[src/hw/rtl/tbs_pkg.sv]
// Shared constants, register codes and the tap control type for the
// texture bilinear sampler. No dependencies.
package tbs_pkg;

  localparam int MAX_WIDTH_DEF  = 256;
  localparam int MAX_HEIGHT_DEF = 256;

  localparam int SIZE_W    = 9;
  localparam int COORD_W   = 16;
  localparam int INDEX_W   = 16;
  localparam int BYTE_W    = 8;
  localparam int TEXEL_W   = 24;
  localparam int CHAN_W    = 16;
  localparam int FRAC_W    = 8;
  localparam int CFG_IDX_W = 2;

  localparam logic [CFG_IDX_W-1:0] REG_FILTER_MODE = 2'd0;
  localparam logic [CFG_IDX_W-1:0] REG_TEX_WIDTH   = 2'd1;
  localparam logic [CFG_IDX_W-1:0] REG_TEX_HEIGHT  = 2'd2;

  localparam logic CMD_WRITE  = 1'b0;
  localparam logic CMD_SAMPLE = 1'b1;

  localparam logic MODE_POINT    = 1'b0;
  localparam logic MODE_BILINEAR = 1'b1;

  localparam logic [SIZE_W-1:0] SIZE_RESET = 9'd256;
  localparam logic [CHAN_W-1:0] CHAN_MAX   = 16'hFF00;

  typedef struct packed {
    logic              smp;
    logic [FRAC_W-1:0] fx;
    logic [FRAC_W-1:0] fy;
  } tap_ctl_t;

endpackage

[src/hw/rtl/tbs_blend.sv]
// Two-pass bilinear blend of four fetched texels, three channels each.
// Registers the result and its strobe. Depends on tbs_pkg.
module tbs_blend (
  input  logic                         clk,
  input  logic                         rst,
  input  tbs_pkg::tap_ctl_t            ctl,
  input  logic [tbs_pkg::TEXEL_W-1:0]  t00,
  input  logic [tbs_pkg::TEXEL_W-1:0]  t10,
  input  logic [tbs_pkg::TEXEL_W-1:0]  t01,
  input  logic [tbs_pkg::TEXEL_W-1:0]  t11,
  output logic                         done,
  output logic [tbs_pkg::CHAN_W-1:0]   chan_first,
  output logic [tbs_pkg::CHAN_W-1:0]   chan_second,
  output logic [tbs_pkg::CHAN_W-1:0]   chan_third
);

  localparam int BW = tbs_pkg::BYTE_W;
  localparam int FW = tbs_pkg::FRAC_W;
  localparam int CW = tbs_pkg::CHAN_W;
  localparam int HW = CW + 1;
  localparam int VW = CW + FW + 1;

  // align control with the registered memory data
  tbs_pkg::tap_ctl_t q_ctl;

  always_ff @(posedge clk) begin
    if (rst) begin
      q_ctl.smp <= 1'b0;
    end else begin
      q_ctl.smp <= ctl.smp;
    end
    q_ctl.fx <= ctl.fx;
    q_ctl.fy <= ctl.fy;
  end

  // horizontal pass
  logic [HW-1:0] top_sum [3];
  logic [HW-1:0] bot_sum [3];
  logic [FW:0]   wx0;

  always_comb begin
    wx0 = (FW+1)'(1 << FW) - {1'b0, q_ctl.fx};
    for (int k = 0; k < 3; k++) begin
      top_sum[k] = HW'(t00[k*BW +: BW]) * HW'(wx0) + HW'(t10[k*BW +: BW]) * HW'(q_ctl.fx);
      bot_sum[k] = HW'(t01[k*BW +: BW]) * HW'(wx0) + HW'(t11[k*BW +: BW]) * HW'(q_ctl.fx);
    end
  end

  logic          r_smp;
  logic [FW-1:0] r_fy;
  logic [CW-1:0] top_q [3];
  logic [CW-1:0] bot_q [3];

  always_ff @(posedge clk) begin
    if (rst) begin
      r_smp <= 1'b0;
    end else begin
      r_smp <= q_ctl.smp;
    end
  end

  always_ff @(posedge clk) begin
    r_fy <= q_ctl.fy;
    for (int k = 0; k < 3; k++) begin
      top_q[k] <= top_sum[k][CW-1:0];
      bot_q[k] <= bot_sum[k][CW-1:0];
    end
  end

  // vertical pass, truncate the low byte
  logic [VW-1:0] v_sum [3];
  logic [CW-1:0] res [3];
  logic [FW:0]   wy0;

  always_comb begin
    wy0 = (FW+1)'(1 << FW) - {1'b0, r_fy};
    for (int k = 0; k < 3; k++) begin
      v_sum[k] = VW'(top_q[k]) * VW'(wy0) + VW'(bot_q[k]) * VW'(r_fy);
      res[k]   = v_sum[k][CW+FW-1:FW];
    end
  end

  always_ff @(posedge clk) begin
    if (rst) begin
      done <= 1'b0;
    end else begin
      done <= r_smp;
    end
  end

  // channels leave in reversed order
  always_ff @(posedge clk) begin
    chan_first  <= res[2];
    chan_second <= res[1];
    chan_third  <= res[0];
  end

endmodule

[config.mk]
export PLATFORM = sky130hd
export DESIGN_NAME = tbs_blend
export DESIGN_NICKNAME = d
export VERILOG_FILES = /design/src/hw/rtl/tbs_pkg.sv /design/src/hw/rtl/tbs_blend.sv
export SDC_FILE = /design/constraint.sdc
export NUM_CORES = 2
export LEC_CHECK = 0
export ABC_CLOCK_PERIOD_IN_PS = 14400
export BUFFER_PORTS_ARGS = -buffer_cell sky130_fd_sc_hd__buf_2
export CAP_MARGIN = 10
export CORE_ASPECT_RATIO = 1.25
export CORE_MARGIN = 2
export CORE_UTILIZATION = 50
export CTS_CLUSTER_DIAMETER = 60
export DETAILED_ROUTE_END_ITERATION = 10
export PLACE_DENSITY = 0.69
export SYNTH_ARGS = -nofsm -noshare
export SYNTH_HDL_FRONTEND = slang
export SYNTH_SLANG_ARGS = --single-unit
export TNS_END_PERCENT = 100
[constraint.sdc]
create_clock -name clk -period 14.4 [get_ports clk]
set_input_delay 0.72 -clock clk [delete_from_list [all_inputs] [get_ports clk]]
set_output_delay 0.72 -clock clk [all_outputs]
set_load 0.02 [all_outputs]
==> results.json <==
{
  "worstHoldEndpoint": "q_ctl[6]",
  "final_max_slew_viol_count": 0,
  "dp_hpwl_um": 108900,
  "drive_gt1_frac": 0.04413,
  "slew_headroom": 0.2948,
  "cts_setup_buffers": 0,
  "tightest_slew_ns": 1.058,
  "cts_max_level": 4,
  "crit_path_max_fanout": 55,
  "cts_buffer_depth": 2,
  "synth_edf_count": 0,
  "hp-class": "primary input to flop",
  "setup_violations": 0,
  "postSynthCellCount": 6257,
  "hold_depth": 1,
  "place_congestion": 0.9191,
  "dr.pass1.iters": 6,
  "ys_async_sr_fraction": 0,
  "yosys_most_used_dff": "dfxtp_1",
  "critPathArrivalTime_ns": 8.59,
  "final-hold-violation-count": 0,
  "cts_resized": 0,
  "worstReg2RegStart": "q_ctl[8]",
  "fin_crit_sh": 0.5639,
  "grt_start_max_net_pins": 56,
  "gr-total-overflow": 0,
  "hp-start": "ctl[6]",
  "synth_cell_types": 71,
  "dr_total_vias": 39759,
  "r2r.worst_path.cells": 24,
  "timing.fmax_mhz": 123.2,
  "grt_usage": 0.2470,
  "rsz0062_at_grt": "no",
  "antenna_found_initial": 26,
  "wl_per_cell_um": 17.32,
  "startpoint_type": "flop",
  "skew_ns": 0.01505,
  "rrSetupSlack_ns": 6.28,
  "period_needed_ns": 8.120,
  "cts_tree": "yes",
  "cp_slowest_stage_delay_ns": 0.66,
  "start_util": 0.5040,
  "critPathSlowestCell": "dfxtp_4",
  "drtAntennaViolNets": 0,
  "cts_hold_buf": 0,
  "clock_sinks": 171,
  "drt_iter0_drc": 2102,
  "die_w_um": 304.0,
  "port_buffers": 163,
  "yosys_warnings": 0,
  "drv_cap": 0,
  "fp.dieH_um": 379.0,
  "fp.dieArea_um2": 115200,
  "fin_setup_tns_ns": 0,
  "worstSetupPathType": "flop to flop",
  "clk_pin_slew_ns": 0.09,
  "yosysSeqAreaShare": 0.06087,
  "grt_pass1_vias": 43935,
  "synthesis.area_um2": 56240,
  "via_per_inst": 5.159,
  "syn-num-nets": 8237,
  "cp.required_ns": 14.87,
  "ys_ff_latch": 171,
  "core-area_um2": 111600,
  "r2r-end": "top_q[0][31]",
  "grt_pass1_wl_um": 224300,
  "worstPathCellList": "buf_4 -> inv_2 -> ha_2 -> nand2_1 -> or3_1 -> xor2_4 -> buf_4 -> nand2_1 -> fa_1 -> inv_1 -> fa_1 -> fa_1 -> fa_1 -> inv_1 -> fa_1 -> fa_1 -> inv_1 -> ha_1 -> a21o_1 -> a31oi_1 -> o211ai_1 -> a31o_1 -> a21oi_1 -> xnor2_1",
  "status": "finished clean",
  "end_kind": "flop",
  "cts_root_buffer": "clkbuf_16",
  "io_pins": 164,
  "num_rows": 137,
  "layout.nets": 8199,
  "synth_area_per_cell_um2": 8.988,
  "drcViolationCount": 0,
  "numCtsBuffers": 17,
  "synthToLayoutAreaGrowth_pct": 4.839,
  "cp_common_cell": "fa_1",
  "clock_latency_ns": 0.54,
  "wl_um": 133500
}
placed cells by master, fill, tap and decap left out, drive strengths merged, types with 39 or more instances in the layout:
| cell | count |
|---|---|
| and2 | 866 |
| nor2 | 60 |
| ha | 599 |
| nand2 | 796 |
| nor3 | 39 |
| a21oi | 78 |
| o21ai | 46 |
| inv | 1694 |
| dfxtp | 171 |
| buf | 196 |
| xnor2 | 143 |
| xor2 | 44 |
| fa | 1266 |
flip-flops by register name (all words and copies together) (netlist names):
name,cells
chan_first,16
r_smp,1
bot_q,48
r_fy,8
q_ctl,17
chan_second,16
done,1
top_q,48
chan_third,16
kinds of logic after synthesis:
group / Yosys count / share of synthesized area
buffers and inverters: 1937 / 0.1293
adders and majority gates: 1865 / 0.5839
muxes: 1 / 0.0001780
xor gates and xnor gates: 187 / 0.02926
and+or+nand+nor: 1847 / 0.1666
DFF: 171 / 0.06087
AOI/OAI and AO/OA: 249 / 0.02983
area by class of cell:
class | instances | area, um2
antenna | 16 | 40.04
clock buffer | 17 | 425.4
clock inverter | 15 | 167.7
fill | 10239 | 52630
inverter | 1684 | 6321
multi-input combinational | 4149 | 45680
sequential | 171 | 3442
tap | 1459 | 1826
timing repair buffer | 196 | 1064
cell usage after synthesis (4+ instances only):
library cell	n	area [um2]
nand2_1	796	2988
clkbuf_1	198	743.2
o21a_1	11	82.58
o21bai_1	12	90.09
a21oi_1	77	385.4
nand3_1	25	125.1
nor2b_1	17	106.4
nand4_1	8	50.05
or3_1	8	50.05
xnor2_1	142	1244
a41oi_1	4	35.03
o21ai_1	14	70.07
inv_1	1683	6317
o211ai_1	8	60.06
o21ai_0	31	155.2
ha_1	599	7495
dfxtp_1	171	3423
a31o_1	5	43.79
and3_1	8	50.05
a31oi_1	11	68.82
nor2_1	60	225.2
nand2b_1	4	25.02
buf_1	53	198.9
xor2_1	44	385.4
fa_1	1266	25340
a21o_1	31	232.7
nor4_1	4	25.02
a211oi_1	7	52.55
nor3_1	38	190.2
and2_1	866	5418
worst max-delay path: cells and delay by family, from the launching register on:
family / cells / cell delay, ns
compound gates: 5 / 1.05
xor+xnor: 2 / 0.69
fa+ha+maj: 8 / 3.63
buf+inv: 6 / 1.31
flops: 1 / 0.66
simple gates: 3 / 0.61
per-layer routing:
metal	GRT usage	vias to the layer above	routed length, um
met3	0.03601	279	6933
met2	0.4328	1069	67290
met5	0	-	92
li1	-	17912	-
met1	0.3031	20485	53320
met4	0.1095	14	5821
worst max path at each step:
stage,depth (start not counted),slack (ns),start,end
3_3_place_gp,26,6.46,q_ctl[8],bot_q[0][31]
6_report,24,6.28,q_ctl[8],top_q[0][31]
2_1_floorplan,26,7.34,r_fy[0],chan_third[15]
3_5_place_dp,25,6.29,r_fy[0],chan_third[15]
5_1_grt,25,5.65,r_fy[0],chan_third[15]
4_1_cts,25,6.27,r_fy[0],chan_third[15]
stage by stage:
step                hold slack (ns)    util  setup WS (ns)  cell area, um2  instances
floorplan                    0.3096       -          7.342           56240       6257
global placement             0.3115  0.5227          6.456           58330       7659
detailed placement           0.3128  0.5227          6.290           58330       7659
CTS                          0.2335  0.5280          6.268           58920       7691
global route                 0.2543  0.5283          5.654           58960       7705
finish                       0.2709  0.5284          6.280           58960       7707
Power is left out: the tool's default activity adds up to more than one toggle a clock period on the data nets, which glitch-free logic cannot reach.
