$ cat config.mk
export PLATFORM = sky130hd
export DESIGN_NAME = tbs_coord
export DESIGN_NICKNAME = d
export VERILOG_FILES = /design/src/hw/rtl/tbs_pkg.sv /design/src/hw/rtl/tbs_coord.sv
export SDC_FILE = /design/constraint.sdc
export NUM_CORES = 1
export LEC_CHECK = 0
export BUFFER_PORTS_ARGS = -buffer_cell sky130_fd_sc_hd__buf_4
export CORE_AREA = 2 2 192 194
export CTS_CLUSTER_DIAMETER = 60
export DETAILED_ROUTE_END_ITERATION = 10
export DIE_AREA = 0 0 194 196
export GPL_TIMING_DRIVEN = 0
export PLACE_DENSITY = 0.79
export SYNTH_ARGS = -nofsm -noshare
export SYNTH_HDL_FRONTEND = slang
export SYNTH_SLANG_ARGS = --single-unit
$ cat constraint.sdc
create_clock -name clk -period 11.08 [get_ports clk]
set_input_delay 1.108 -clock clk [delete_from_list [all_inputs] [get_ports clk]]
set_output_delay 1.108 -clock clk [all_outputs]
set_load 0.01 [all_outputs]
$ cat src/hw/rtl/tbs_pkg.sv
// Shared constants, register codes and the tap control type for the
// texture bilinear sampler. No dependencies.
package tbs_pkg;

  localparam int MAX_WIDTH_DEF  = 256;
  localparam int MAX_HEIGHT_DEF = 256;

  localparam int SIZE_W    = 9;
  localparam int COORD_W   = 16;
  localparam int INDEX_W   = 16;
  localparam int BYTE_W    = 8;
  localparam int TEXEL_W   = 24;
  localparam int CHAN_W    = 16;
  localparam int FRAC_W    = 8;
  localparam int CFG_IDX_W = 2;

  localparam logic [CFG_IDX_W-1:0] REG_FILTER_MODE = 2'd0;
  localparam logic [CFG_IDX_W-1:0] REG_TEX_WIDTH   = 2'd1;
  localparam logic [CFG_IDX_W-1:0] REG_TEX_HEIGHT  = 2'd2;

  localparam logic CMD_WRITE  = 1'b0;
  localparam logic CMD_SAMPLE = 1'b1;

  localparam logic MODE_POINT    = 1'b0;
  localparam logic MODE_BILINEAR = 1'b1;

  localparam logic [SIZE_W-1:0] SIZE_RESET = 9'd256;
  localparam logic [CHAN_W-1:0] CHAN_MAX   = 16'hFF00;

  typedef struct packed {
    logic              smp;
    logic [FRAC_W-1:0] fx;
    logic [FRAC_W-1:0] fy;
  } tap_ctl_t;

endpackage

$ cat src/hw/rtl/tbs_coord.sv
// Coordinate scaling, edge clamping and texel address generation.
// Also carries write items down to the memory stage. Depends on tbs_pkg.
module tbs_coord #(
  parameter int MAX_WIDTH  = tbs_pkg::MAX_WIDTH_DEF,
  parameter int MAX_HEIGHT = tbs_pkg::MAX_HEIGHT_DEF
) (
  input  logic                                       clk,
  input  logic                                       rst,
  input  logic                                       accept,
  input  logic                                       cmd,
  input  logic [tbs_pkg::INDEX_W-1:0]                texel_index,
  input  logic [tbs_pkg::TEXEL_W-1:0]                texel,
  input  logic [tbs_pkg::COORD_W-1:0]                coord_u,
  input  logic [tbs_pkg::COORD_W-1:0]                coord_v,
  input  logic                                       filter_mode,
  input  logic [tbs_pkg::SIZE_W-1:0]                 w,
  input  logic [tbs_pkg::SIZE_W-1:0]                 h,
  output logic                                       wr_en,
  output logic [$clog2(MAX_WIDTH*MAX_HEIGHT)-1:0]    wr_addr,
  output logic [tbs_pkg::TEXEL_W-1:0]                wr_data,
  output logic [$clog2(MAX_WIDTH*MAX_HEIGHT)-1:0]    addr00,
  output logic [$clog2(MAX_WIDTH*MAX_HEIGHT)-1:0]    addr10,
  output logic [$clog2(MAX_WIDTH*MAX_HEIGHT)-1:0]    addr01,
  output logic [$clog2(MAX_WIDTH*MAX_HEIGHT)-1:0]    addr11,
  output tbs_pkg::tap_ctl_t                          ctl
);

  localparam int DEPTH  = MAX_WIDTH * MAX_HEIGHT;
  localparam int AW     = $clog2(DEPTH);
  localparam int SW     = tbs_pkg::SIZE_W;
  localparam int FW     = tbs_pkg::FRAC_W;
  localparam int PROD_W = tbs_pkg::COORD_W + SW;
  localparam int ROW_W  = 2 * SW;

  // stage 1: scaled coordinates, write item
  logic              p1_smp;
  logic              p1_wr;
  logic [PROD_W-1:0] su;
  logic [PROD_W-1:0] sv;
  logic [AW-1:0]     p1_waddr;
  logic [tbs_pkg::TEXEL_W-1:0] p1_wdata;

  logic [PROD_W-1:0] su_next;
  logic [PROD_W-1:0] sv_next;
  logic              in_range;

  assign su_next  = {{SW{1'b0}}, coord_u} * {{tbs_pkg::COORD_W{1'b0}}, w};
  assign sv_next  = {{SW{1'b0}}, coord_v} * {{tbs_pkg::COORD_W{1'b0}}, h};
  assign in_range = 32'(texel_index) < 32'(DEPTH);

  always_ff @(posedge clk) begin
    if (rst) begin
      p1_smp <= 1'b0;
      p1_wr  <= 1'b0;
    end else begin
      p1_smp <= accept && (cmd == tbs_pkg::CMD_SAMPLE);
      p1_wr  <= accept && (cmd == tbs_pkg::CMD_WRITE) && in_range;
    end
  end

  always_ff @(posedge clk) begin
    su       <= su_next;
    sv       <= sv_next;
    p1_waddr <= AW'(texel_index);
    p1_wdata <= texel;
  end

  // stage 2: clamp to the texture, row offsets
  logic [SW-1:0] x_raw, y_raw, w_m1, h_m1;
  logic [SW-1:0] x0, x1, y0, y1;
  logic [FW-1:0] fx, fy;
  logic [ROW_W-1:0] row0_next, row1_next;

  always_comb begin
    x_raw = su[PROD_W-1:tbs_pkg::COORD_W];
    y_raw = sv[PROD_W-1:tbs_pkg::COORD_W];
    w_m1  = w - SW'(1);
    h_m1  = h - SW'(1);
    x0    = (x_raw > w_m1) ? w_m1 : x_raw;
    y0    = (y_raw > h_m1) ? h_m1 : y_raw;
    // plus-one neighbors stick to the last column and row
    x1    = (x0 == w_m1) ? w_m1 : x0 + SW'(1);
    y1    = (y0 == h_m1) ? h_m1 : y0 + SW'(1);
    // point mode: all four taps fetch the base texel, zero weights
    if (filter_mode == tbs_pkg::MODE_BILINEAR) begin
      fx = su[tbs_pkg::COORD_W-1 -: FW];
      fy = sv[tbs_pkg::COORD_W-1 -: FW];
    end else begin
      fx = '0;
      fy = '0;
      x1 = x0;
      y1 = y0;
    end
    row0_next = {{SW{1'b0}}, y0} * {{SW{1'b0}}, w};
    row1_next = {{SW{1'b0}}, y1} * {{SW{1'b0}}, w};
  end

  logic              p2_smp;
  logic              p2_wr;
  logic [ROW_W-1:0]  p2_row0, p2_row1;
  logic [SW-1:0]     p2_x0, p2_x1;
  logic [FW-1:0]     p2_fx, p2_fy;
  logic [AW-1:0]     p2_waddr;
  logic [tbs_pkg::TEXEL_W-1:0] p2_wdata;

  always_ff @(posedge clk) begin
    if (rst) begin
      p2_smp <= 1'b0;
      p2_wr  <= 1'b0;
    end else begin
      p2_smp <= p1_smp;
      p2_wr  <= p1_wr;
    end
  end

  always_ff @(posedge clk) begin
    p2_row0  <= row0_next;
    p2_row1  <= row1_next;
    p2_x0    <= x0;
    p2_x1    <= x1;
    p2_fx    <= fx;
    p2_fy    <= fy;
    p2_waddr <= p1_waddr;
    p2_wdata <= p1_wdata;
  end

  // memory stage: writes land here too, so they stay in order with reads
  logic [ROW_W:0] sum00, sum10, sum01, sum11;

  assign sum00 = {1'b0, p2_row0} + (ROW_W+1)'(p2_x0);
  assign sum10 = {1'b0, p2_row0} + (ROW_W+1)'(p2_x1);
  assign sum01 = {1'b0, p2_row1} + (ROW_W+1)'(p2_x0);
  assign sum11 = {1'b0, p2_row1} + (ROW_W+1)'(p2_x1);

  assign addr00  = AW'(sum00);
  assign addr10  = AW'(sum10);
  assign addr01  = AW'(sum01);
  assign addr11  = AW'(sum11);
  assign wr_en   = p2_wr;
  assign wr_addr = p2_waddr;
  assign wr_data = p2_wdata;
  assign ctl     = '{smp: p2_smp, fx: p2_fx, fy: p2_fy};

endmodule

==> metrics <==
Post-Syn Area 20,700 um2; IO buf count 182; 1st-pass router iterations 6; Max Cap Viol 0; TritonCTS buffer count 17; nets 3,116; cell count after synthesis approximately 2.3k; CTS sink cnt about 180; CTS Buffer Depth 2; placed cells 2,970; global-route wire length before repair roughly 85 mm; final setup vio count 0; Pins Over Slew Limit 0; Synth top area share between 20% and 30%; Area Overhead vs Synth 12.4%; RR Endpoint p2_row1[14]; Critical Path Sink p2_row1[14]; routed via count around 16k; Slew HR roughly a quarter; status completed; Root Buffer Master clkbuf_16; placed cell areas 22,600 um2; largest net degree at the start of global routing 20; clk_skew approximately 0.0077 ns; Reg clk slew, reported paths roughly 0.08 ns; crit end category register; Post-synth ARST share 0%; final hold vios 0; num ports between 200 and 250; initial core utilization 57.3%; Finished Layout Cells between 3k and 4k; Slew @ Worst Pin 1.10 ns; Die ar. between 30,000 and 40,000 um2; Critical Path RT around 11 ns; most frequent cell after synthesis inv_1; R2R Setup Slk around 2.9 ns; Final min period 10.29 ns; #FFs+latches synth roughly 180; core area between 30,000 and 40,000 um2; post-synth net total between 2k and 3k; Critical Path AT between 10 and 15 ns; worst skew pair latency around 0.45 ns; area of all placed cells without fillers roughly 23,000 um2; layout cells sized above 1 roughly a tenth; Rows 70; initial antenna violation count 2; post-DR vias/cell ~5.4; FF+latch area 3680 um2; DRT iter0 DRCs about 930; Die Ht roughly 200 um; CP startpoint h[1]; setup bufs post-CTS 0; WP buf/inv 9; Top delay family on crit path adder cells; hold slack around 0.33 ns; r2r startpoint sv[18]; crit-path max cell delay about 0.57 ns; Avg Inst Size Synth a little under 9 um2; number of remaining DRC errors 0; register area share after synthesis between 10% and 20%; CTS tree built; crit-path max FO 10; min-delay worst type register to register; CP max-delay cell fa_1; YS warnings 0; post-synth top area cell fa_1; f_max 0.0972 GHz; Setup TNS Final 0 ns; fin crit share just over 90%; detailed placer's ending HPWL around 41 mm; crit path kind input port to register; DR WL/cell roughly 17 um; vias in the first global route 17.3k; fill count about 2.9k; Synth area leaders fa_1 29%, dfxtp_1 18%, ha_1 12%; number of routed nets with antenna violations 0; Critical Path Start Type input port; ys flop type dfxtp_1; Worst R2R Path Depth 33; area of the multi-input gates about 15,000 um2; EDFF count, synth 0; RSZ-0062 raised after global routing false; Routed WL around 51 mm; gr ovfl total 0; hold_buf cts 0; routability congestion estimate roughly 0.96; most instantiated cells after synthesis 397 x inv_1, 316 x nand2_1, 298 x fa_1, 202 x ha_1, 194 x and2_1; htree depth 4; GRT Resource Usage Total 27.7%; die width between 150 and 200 um; Critical Path Stages 40; Distinct cells, synth 81
[cells by family (layout without fill, tap and decap cells)]
group / Yosys count / after routing / share of synthesized area, %
AND/OR/NAND/NOR: 759 / 759 / 17.8
multiplexers: 12 / 12 / 0.606
flip-flops: 184 / 184 / 17.8
XOR/XNOR: 121 / 121 / 5.37
other: 0 / 2 / 0
AO/OA/AOI/OAI: 249 / 249 / 8.18
adder cells (fa/ha/maj): 500 / 500 / 41.1
buffers and inverters: 495 / 709 / 9.10
[cells in the final DEF (no fill, tap or decap), types with 19 or more instances in the layout]
master / Yosys / routed
and2_1: 194 / 194
ha_1: 202 / 202
o21ai_0: 61 / 61
buf_4: 1 / 183
xor2_1: 41 / 41
clkbuf_1: 59 / 60
nor2_1: 122 / 122
nor2b_1: 22 / 22
buf_1: 28 / 28
inv_1: 397 / 397
xnor2_1: 76 / 76
a21oi_1: 54 / 53
nand3_1: 23 / 23
nand2_1: 316 / 316
nor3_1: 22 / 22
a21boi_0: 19 / 19
o21a_1: 20 / 20
fa_1: 298 / 298
dfxtp_1: 184 / 184
[sequential cells by signal (all words and copies together) (netlist names), 9 cells and up]
signal / count
su: 17
p1_wdata: 24
p2_row0: 16
sv: 17
wr_data: 24
p2_x0: 9
p2_row1: 16
wr_addr: 16
p1_waddr: 16
p2_x1: 9
[how the worst min path moves through the flow]
stage	start	end	slack (ns)	cells after the start
floorplan	p1_waddr[0]	wr_addr[0]	0.31	0
global placement	p1_waddr[3]	wr_addr[3]	0.31	0
detailed placement	p1_waddr[14]	wr_addr[14]	0.31	0
CTS	p1_wdata[7]	wr_data[7]	0.33	0
global route	p1_wdata[7]	wr_data[7]	0.33	0
finish	p1_wdata[7]	wr_data[7]	0.33	0
[metal layers]
| metal | vias to the layer above | global-route usage [%] | part of all wire (%) | wire length (um) |
|---|---|---|---|---|
| li1 | 7607 | - | - | - |
| met1 | 7908 | 34.6 | 41 | 20600 |
| met2 | 660 | 47.3 | 48 | 24100 |
| met3 | 132 | 4.80 | 7.3 | 3700 |
| met4 | 0 | 12.3 | 4.2 | 2150 |
| met5 | - | 0 | 0 | 0 |
[stage by stage]
step | worst slack, ns | util, %
final | 0.791 | 64.4
after global routing | 0.169 | 64.4
after CTS | 0.746 | 64.3
after detailed placement | 0.296 | 62.7
after global placement | 0.495 | 62.7
after floorplan | 1.85 | -
[final cells by class]
cell class	count	share of cell area, %
clock buffer	18	1.85
sequential	184	15.9
buffer	98	1.68
tap	468	2.52
inverter	397	6.42
antenna	2	0.0215
timing repair buffer	182	5.88
clock inverter	14	0.760
multi-input combinational	1641	65.0
[what timing repair did]
item	in CTS	in global routing
hold endpoints to repair	0	0
gates resized for setup	0	1
endpoints found under the setup margin	0	1
Power is not shown: default switching activity piles up to over one toggle a cycle in this logic, so the estimate is an artifact.
